<file path="src/rtl/core/u8dec_pkg.sv">
// Shared types and constants for the UTF-8 stream decoder.
package u8dec_pkg;

  localparam int unsigned BYTE_W = 8;
  localparam int unsigned CP_W   = 21;
  localparam int unsigned REM_W  = 2;

  // Lead byte classes: mask and expected pattern
  localparam logic [BYTE_W-1:0] ASCII_LIMIT = 8'h80;
  localparam logic [BYTE_W-1:0] LEAD2_MASK  = 8'hE0;
  localparam logic [BYTE_W-1:0] LEAD2_CODE  = 8'hC0;
  localparam logic [BYTE_W-1:0] LEAD3_MASK  = 8'hF0;
  localparam logic [BYTE_W-1:0] LEAD3_CODE  = 8'hE0;
  localparam logic [BYTE_W-1:0] LEAD4_MASK  = 8'hF8;
  localparam logic [BYTE_W-1:0] LEAD4_CODE  = 8'hF0;

  // Payload masks
  localparam logic [BYTE_W-1:0] LEAD2_BITS = 8'h1F;
  localparam logic [BYTE_W-1:0] LEAD3_BITS = 8'h0F;
  localparam logic [BYTE_W-1:0] LEAD4_BITS = 8'h07;
  localparam logic [BYTE_W-1:0] CONT_BITS  = 8'h3F;

  localparam logic [CP_W-1:0] REPLACEMENT_CP = 21'h00FFFD;

  // Further bytes expected after a lead byte
  localparam logic [REM_W-1:0] REM_NONE  = 2'd0;
  localparam logic [REM_W-1:0] REM_ONE   = 2'd1;
  localparam logic [REM_W-1:0] REM_TWO   = 2'd2;
  localparam logic [REM_W-1:0] REM_THREE = 2'd3;

  // One raw byte with its end-of-string mark
  typedef struct packed {
    logic [BYTE_W-1:0] in_byte;
    logic              end_of_string;
  } byte_item_t;

  // One decoded result
  typedef struct packed {
    logic [CP_W-1:0] code_point;
    logic            last_in_string;
  } cp_item_t;

endpackage

</file>
<file path="src/rtl/core/u8dec_in_stage.sv">
// Input register stage: captures one byte transfer per cycle while its output is not stalled.
module u8dec_in_stage (
  input  logic                 clk,
  input  logic                 rst_n,
  input  logic                 s_valid,
  output logic                 s_ready,
  input  u8dec_pkg::byte_item_t s_item,
  output logic                 m_valid,
  input  logic                 m_ready,
  output u8dec_pkg::byte_item_t m_item
);

  logic                  vld_r;
  logic                  vld_nxt;
  u8dec_pkg::byte_item_t item_r;

  // Accept whenever the held byte is empty or leaving this cycle
  assign s_ready = !vld_r || m_ready;
  assign vld_nxt = s_ready ? s_valid : vld_r;

  always_ff @(posedge clk) begin
    if (!rst_n) begin
      vld_r <= 1'b0;
    end else begin
      vld_r <= vld_nxt;
    end
  end

  // Load payload on each input transfer
  always_ff @(posedge clk) begin
    if (s_valid && s_ready) begin
      item_r <= s_item;
    end
  end

  assign m_valid = vld_r;
  assign m_item  = item_r;

endmodule

</file>
<file path="src/rtl/core/u8dec_core.sv">
// Decode step: sequence state and combinational byte decode.
module u8dec_core (
  input  logic                  clk,
  input  logic                  rst_n,
  input  logic                  step,
  input  u8dec_pkg::byte_item_t item,
  output logic                  emit,
  output u8dec_pkg::cp_item_t   result
);

  logic [u8dec_pkg::REM_W-1:0]  rem_r;
  logic [u8dec_pkg::REM_W-1:0]  rem_nxt;
  logic [u8dec_pkg::CP_W-1:0]   acc_r;
  logic [u8dec_pkg::CP_W-1:0]   acc_nxt;
  logic [u8dec_pkg::CP_W-1:0]   acc_new;
  logic [u8dec_pkg::REM_W-1:0]  rem_new;
  logic [u8dec_pkg::BYTE_W-1:0] b;
  logic                         eos;

  assign b   = item.in_byte;
  assign eos = item.end_of_string;

  // Classify the byte and build the next accumulator
  always_comb begin
    emit                  = 1'b0;
    result.code_point     = acc_r;
    result.last_in_string = eos;
    acc_new               = acc_r;
    rem_new               = rem_r;
    if (rem_r == u8dec_pkg::REM_NONE) begin
      if (b < u8dec_pkg::ASCII_LIMIT) begin
        emit              = 1'b1;
        result.code_point = {{(u8dec_pkg::CP_W-u8dec_pkg::BYTE_W){1'b0}}, b};
      end else if ((b & u8dec_pkg::LEAD2_MASK) == u8dec_pkg::LEAD2_CODE) begin
        rem_new = u8dec_pkg::REM_ONE;
        acc_new = {{(u8dec_pkg::CP_W-u8dec_pkg::BYTE_W){1'b0}}, b & u8dec_pkg::LEAD2_BITS};
      end else if ((b & u8dec_pkg::LEAD3_MASK) == u8dec_pkg::LEAD3_CODE) begin
        rem_new = u8dec_pkg::REM_TWO;
        acc_new = {{(u8dec_pkg::CP_W-u8dec_pkg::BYTE_W){1'b0}}, b & u8dec_pkg::LEAD3_BITS};
      end else if ((b & u8dec_pkg::LEAD4_MASK) == u8dec_pkg::LEAD4_CODE) begin
        rem_new = u8dec_pkg::REM_THREE;
        acc_new = {{(u8dec_pkg::CP_W-u8dec_pkg::BYTE_W){1'b0}}, b & u8dec_pkg::LEAD4_BITS};
      end else begin
        emit              = 1'b1;
        result.code_point = u8dec_pkg::REPLACEMENT_CP;
      end
      // Lead byte that ends the string: flush its payload bits
      if (!emit && eos) begin
        emit              = 1'b1;
        result.code_point = acc_new;
      end
    end else begin
      acc_new = {acc_r[u8dec_pkg::CP_W-7:0], b[5:0] & u8dec_pkg::CONT_BITS[5:0]};
      rem_new = rem_r - u8dec_pkg::REM_ONE;
      if ((rem_new == u8dec_pkg::REM_NONE) || eos) begin
        emit              = 1'b1;
        result.code_point = acc_new;
      end
    end
  end

  // Return to idle after every result
  always_comb begin
    rem_nxt = rem_r;
    acc_nxt = acc_r;
    if (step) begin
      if (emit) begin
        rem_nxt = u8dec_pkg::REM_NONE;
        acc_nxt = '0;
      end else begin
        rem_nxt = rem_new;
        acc_nxt = acc_new;
      end
    end
  end

  always_ff @(posedge clk) begin
    if (!rst_n) begin
      rem_r <= u8dec_pkg::REM_NONE;
      acc_r <= '0;
    end else begin
      rem_r <= rem_nxt;
      acc_r <= acc_nxt;
    end
  end

endmodule

</file>
<file path="src/rtl/core/u8dec_out_stage.sv">
// Result register stage: holds one code point until the sink takes it.
module u8dec_out_stage (
  input  logic                clk,
  input  logic                rst_n,
  input  logic                push,
  output logic                ready,
  input  u8dec_pkg::cp_item_t s_item,
  output logic                m_valid,
  input  logic                m_ready,
  output u8dec_pkg::cp_item_t m_item
);

  logic                vld_r;
  logic                vld_nxt;
  u8dec_pkg::cp_item_t item_r;

  // Free when empty or draining this cycle
  assign ready   = !vld_r || m_ready;
  assign vld_nxt = ready ? push : vld_r;

  always_ff @(posedge clk) begin
    if (!rst_n) begin
      vld_r <= 1'b0;
    end else begin
      vld_r <= vld_nxt;
    end
  end

  always_ff @(posedge clk) begin
    if (push && ready) begin
      item_r <= s_item;
    end
  end

  assign m_valid = vld_r;
  assign m_item  = item_r;

endmodule

</file>
<file path="src/rtl/core/utf8_stream_decoder.sv">
// UTF-8 stream decoder top level: input register, decode step, result register.
//
//   channel | direction | tdata                    | tlast
//   in_     | slave     | [7:0] in_byte            | end_of_string
//   out_    | master    | [20:0] code_point, pad 0 | last_in_string
//
// One byte per clock sustained while out_tready stays high; a transferred byte is
// held in the input register, then decoded into the result register when it is free.
// The decode step advances only when the result register is free or draining,
// so a stall on out_tready backs up through both registers to in_tready.
// Reset (rst_n low, synchronous) empties both registers and drops any open
// sequence.
module utf8_stream_decoder (
  input  logic        clk,
  input  logic        rst_n,
  input  logic        in_tvalid,
  output logic        in_tready,
  input  logic [7:0]  in_tdata,   // [7:0] in_byte
  input  logic        in_tlast,   // end_of_string
  output logic        out_tvalid,
  input  logic        out_tready,
  output logic [23:0] out_tdata,  // [20:0] code_point, [23:21] zero
  output logic        out_tlast   // last_in_string
);

  u8dec_pkg::byte_item_t in_item;
  u8dec_pkg::byte_item_t held_item;
  u8dec_pkg::cp_item_t   dec_item;
  u8dec_pkg::cp_item_t   out_item;
  logic                  held_vld;
  logic                  out_rdy;
  logic                  step;
  logic                  emit;

  assign in_item.in_byte       = in_tdata;
  assign in_item.end_of_string = in_tlast;

  u8dec_in_stage u_in (
    .clk     (clk),
    .rst_n   (rst_n),
    .s_valid (in_tvalid),
    .s_ready (in_tready),
    .s_item  (in_item),
    .m_valid (held_vld),
    .m_ready (out_rdy),
    .m_item  (held_item)
  );

  // Advance one byte when the result register can take its output
  assign step = held_vld && out_rdy;

  u8dec_core u_core (
    .clk    (clk),
    .rst_n  (rst_n),
    .step   (step),
    .item   (held_item),
    .emit   (emit),
    .result (dec_item)
  );

  u8dec_out_stage u_out (
    .clk     (clk),
    .rst_n   (rst_n),
    .push    (step && emit),
    .ready   (out_rdy),
    .s_item  (dec_item),
    .m_valid (out_tvalid),
    .m_ready (out_tready),
    .m_item  (out_item)
  );

  assign out_tdata = {3'b000, out_item.code_point};
  assign out_tlast = out_item.last_in_string;

endmodule

</file>
<file path="config.mk">
export PLATFORM = sky130hd
export DESIGN_NAME = utf8_stream_decoder
export DESIGN_NICKNAME = d
export VERILOG_FILES = /design/src/rtl/core/u8dec_pkg.sv /design/src/rtl/core/u8dec_in_stage.sv /design/src/rtl/core/u8dec_core.sv /design/src/rtl/core/u8dec_out_stage.sv /design/src/rtl/core/utf8_stream_decoder.sv
export SDC_FILE = /design/constraint.sdc
export NUM_CORES = 1
export LEC_CHECK = 0
export BUFFER_PORTS_ARGS = -buffer_cell sky130_fd_sc_hd__buf_4
export CAP_MARGIN = 20
export CORE_AREA = 4 4 72 74
export CTS_CLUSTER_DIAMETER = 100
export CTS_CLUSTER_SIZE = 40
export DETAILED_ROUTE_END_ITERATION = 8
export DIE_AREA = 0 0 76 78
export HOLD_SLACK_MARGIN = 0.05
export PLACE_DENSITY = 0.85
export SYNTH_ARGS = -nofsm -noshare
export SYNTH_HDL_FRONTEND = slang
export SYNTH_SLANG_ARGS = --single-unit
</file>
<file path="constraint.sdc">
create_clock -name clk -period 2.9 [get_ports clk]
set_clock_uncertainty 0.05 [all_clocks]
set_input_delay 0.58 -clock clk [delete_from_list [all_inputs] [get_ports clk]]
set_output_delay 0.58 -clock clk [all_outputs]
set_load 0.01 [all_outputs]
</file>
==> flow_metrics.tcl <==
set metrics [dict create \
    rrSetupSlack_ns 0.68 \
    slew_headroom_pct 62.0 \
    holdCritPathClass "in -> reg" \
    use_met3_pct 4.18 \
    slowest_stage "dfxtp_1" \
    start_kind "flip-flop" \
    ctsResizeCount 0 \
    synth_cells 229 \
    place_congestion 0.809 \
    layout-drive-gt1-share_pct 19.5 \
    final_common_cell "buf_4" \
    nFillCells 375 \
    ir_drop_mv 0.399 \
    dieArea_um2 5930 \
    ioPinCount 40 \
    drc 0 \
    post_cts_buffers 0 \
    drtIter0Drc 185 \
    endpoint "u_out.m_item[9]" \
    rsz0062_at_grt "no" \
    synth-edff-count 31 \
    cts-buffers-inserted 5 \
    start_util_pct 53.1 \
    synth.avg_cell_area_um2 10.7 \
    grt_max_degree 17 \
    rr_startpoint "u_core.rem_r[1]" \
    drt-pass1-iter-count 4 \
    die_h_um 78 \
    finalCriticalPeriod_ns 2.22 \
    cp-startpoint "u_core.rem_r[1]" \
    ys_types 35 \
    ys.flop_type "edfxtp_1" \
    ant_nets 0 \
    wl_per_cell_um 15.0 \
    grt_use_total_pct 16.4 \
    hold_buffers 0 \
    crit_buf_inv 1 \
    antenna_found_initial 0 \
    run_status "completed" \
    hpwl_um 3170 \
    grtUsageMet2_pct 27.0 \
    synth_area_um2 2440 \
    final_util_pct 60.4 \
    drv_cap 0 \
    num_rows 25 \
    globalRoute.totalOverflow 0 \
    crit_chain "and2b_1, a31o_2, nor2_2, buf_4" \
    seq_area_frac_synth_pct 58.7 \
    cts-root-buf "clkbuf_8" \
    post-route-period-util_pct 76.5 \
    routed_via_density 5.88 \
    cp_top_family "simple AND/OR/NAND/NOR gates" \
    yosys_warnings 0 \
    clock_latency_ns 0.31 \
    power_density_nw_per_um2 513 \
    cts_tree "done" \
    gr-max-usage-layer "met2" \
    worst-path-stages 4 \
    clock_sinks 56 \
    tightest_slew_ns 0.568 \
    max_freq_mhz 451 \
    use_met1_pct 20.7 \
    final_cell_mix "buf_4, edfxtp_1, nand2_1" \
    end_kind "flip-flop" \
    synth-seq-cells 56 \
    cpPeakStageDelay_ns 0.41 \
    syn_to_final_growth_pct 13.8 \
    grt_pass1_wl_um 7950 \
    totalWireLength_um 4640 \
    slew_violations 0 \
    reg2reg_to "u_out.m_item[9]" \
    setup_viol 0 \
    worst_ep_required_time_ns 2.86 \
    final_nets 269 \
    ctsHtreeMaxLevel 2 \
    fin_setup_tns_ns 0 \
    die_w_um 76 \
    clock_path_buffers 2 \
    hold_viol_final 0 \
    vias 1822 \
    worstPathArrival_ns 2.17 \
    grt_pass1_vias 1721 \
    path_class "reg -> reg" \
    cp_max_fo 15 \
    synthArstFlopShare_pct 0 \
    n_antenna_cell 0 \
    clk_pin_slew_ns 0.09 \
    reg2reg_depth 4 \
    port_buffers 36 \
    power_leakage_nw 1.07 \
    core_area_um2 4600 \
]
[cells in the mapped netlist (3+ instances only)]
library cell / count / area, um2
a21boi_0: 3 / 22.5
a21oi_1: 17 / 85.1
a22o_1: 20 / 175
a22oi_1: 3 / 22.5
and2_1: 5 / 31.3
and3_1: 3 / 18.8
buf_2: 7 / 35.0
buf_4: 3 / 22.5
clkbuf_1: 9 / 33.8
dfxtp_1: 25 / 500
edfxtp_1: 31 / 931
nand2_1: 26 / 97.6
nand3_1: 8 / 40.0
nor2_1: 14 / 52.6
nor2b_1: 7 / 43.8
o21ai_0: 21 / 105
[routing by layer]
layer / vias to the layer above / share of wire (%)
li1: 885 / -
met1: 851 / 43
met2: 78 / 48
met3: 8 / 7.6
met4: 0 / 1.6
met5: - / 0
[worst reg2reg max path, stage by stage (launching register included)]
cell	delay [ns]
dfxtp_1	0.41
and2b_1	0.38
a31o_2	0.39
nor2_2	0.36
buf_4	0.31
[registers in the layout, summed over array words and instances (netlist names)]
| register | count |
|---|---|
| u_out.m_valid | 1 |
| u_in.m_item | 9 |
| u_out.m_item | 22 |
| u_core.acc_r | 21 |
| u_core.rem_r | 2 |
| u_in.m_valid | 1 |
[how the worst min path moves through the flow]
| stage | start | end | slack, ns | cells after the start |
|---|---|---|---|---|
| 2_1_floorplan | u_core.acc_r[16] | u_core.acc_r[16] | 0.39 | 1 |
| 3_3_place_gp | u_core.acc_r[18] | u_core.acc_r[18] | 0.41 | 1 |
| 3_5_place_dp | u_core.acc_r[18] | u_core.acc_r[18] | 0.41 | 1 |
| 4_1_cts | in_tdata[1] | u_in.m_item[2] | 0.38 | 1 |
| 5_1_grt | in_tdata[6] | u_in.m_item[7] | 0.37 | 1 |
| 6_report | in_tdata[6] | u_in.m_item[7] | 0.39 | 1 |
[cells by family (layout without fill, tap and decap cells)]
| group | Yosys count | after routing | share of synthesized area [%] |
|---|---|---|---|
| AOI/OAI and AO/OA | 79 | 79 | 22.6 |
| other | 1 | 3 | 0.154 |
| buffers and inverters | 22 | 47 | 4.51 |
| DFF | 56 | 56 | 58.7 |
| and+or+nand+nor | 71 | 71 | 14.1 |
[power by group]
part	switching, mW	internal [mW]	leakage [nW]
combinational	0.0788	0.0591	0.527
clock	0.237	0.165	0.0410
sequential	0.0167	0.868	0.500
total	0.332	1.09	1.07
[cell type report]
type                            instances  area (um2)  area share (%)
Sequential cell                        56        1430            51.5
Multi-Input combinational cell        153         908            32.7
Timing Repair Buffer                   38         285            10.3
Clock buffer                            6        72.6            2.61
Tap cell                               54        67.6            2.43
Inverter                                2        7.51           0.270
Clock inverter                          1        5.00           0.180
[per-stage QoR]
stage / power (mW) / worst slack (ns) / hold slack [ns] / std cells / instance area (um2)
finish: 1.42 / 0.683 / 0.390 / 310 / 2780
global route: 1.49 / 0.529 / 0.375 / 310 / 2780
CTS: 1.44 / 0.673 / 0.379 / 310 / 2780
detailed placement: 1.04 / 0.683 / 0.410 / 303 / 2700
global placement: 1.04 / 0.761 / 0.407 / 303 / 2700
floorplan: 0.990 / 0.324 / 0.393 / 231 / 2450
(Power assumes the default switching activity.)
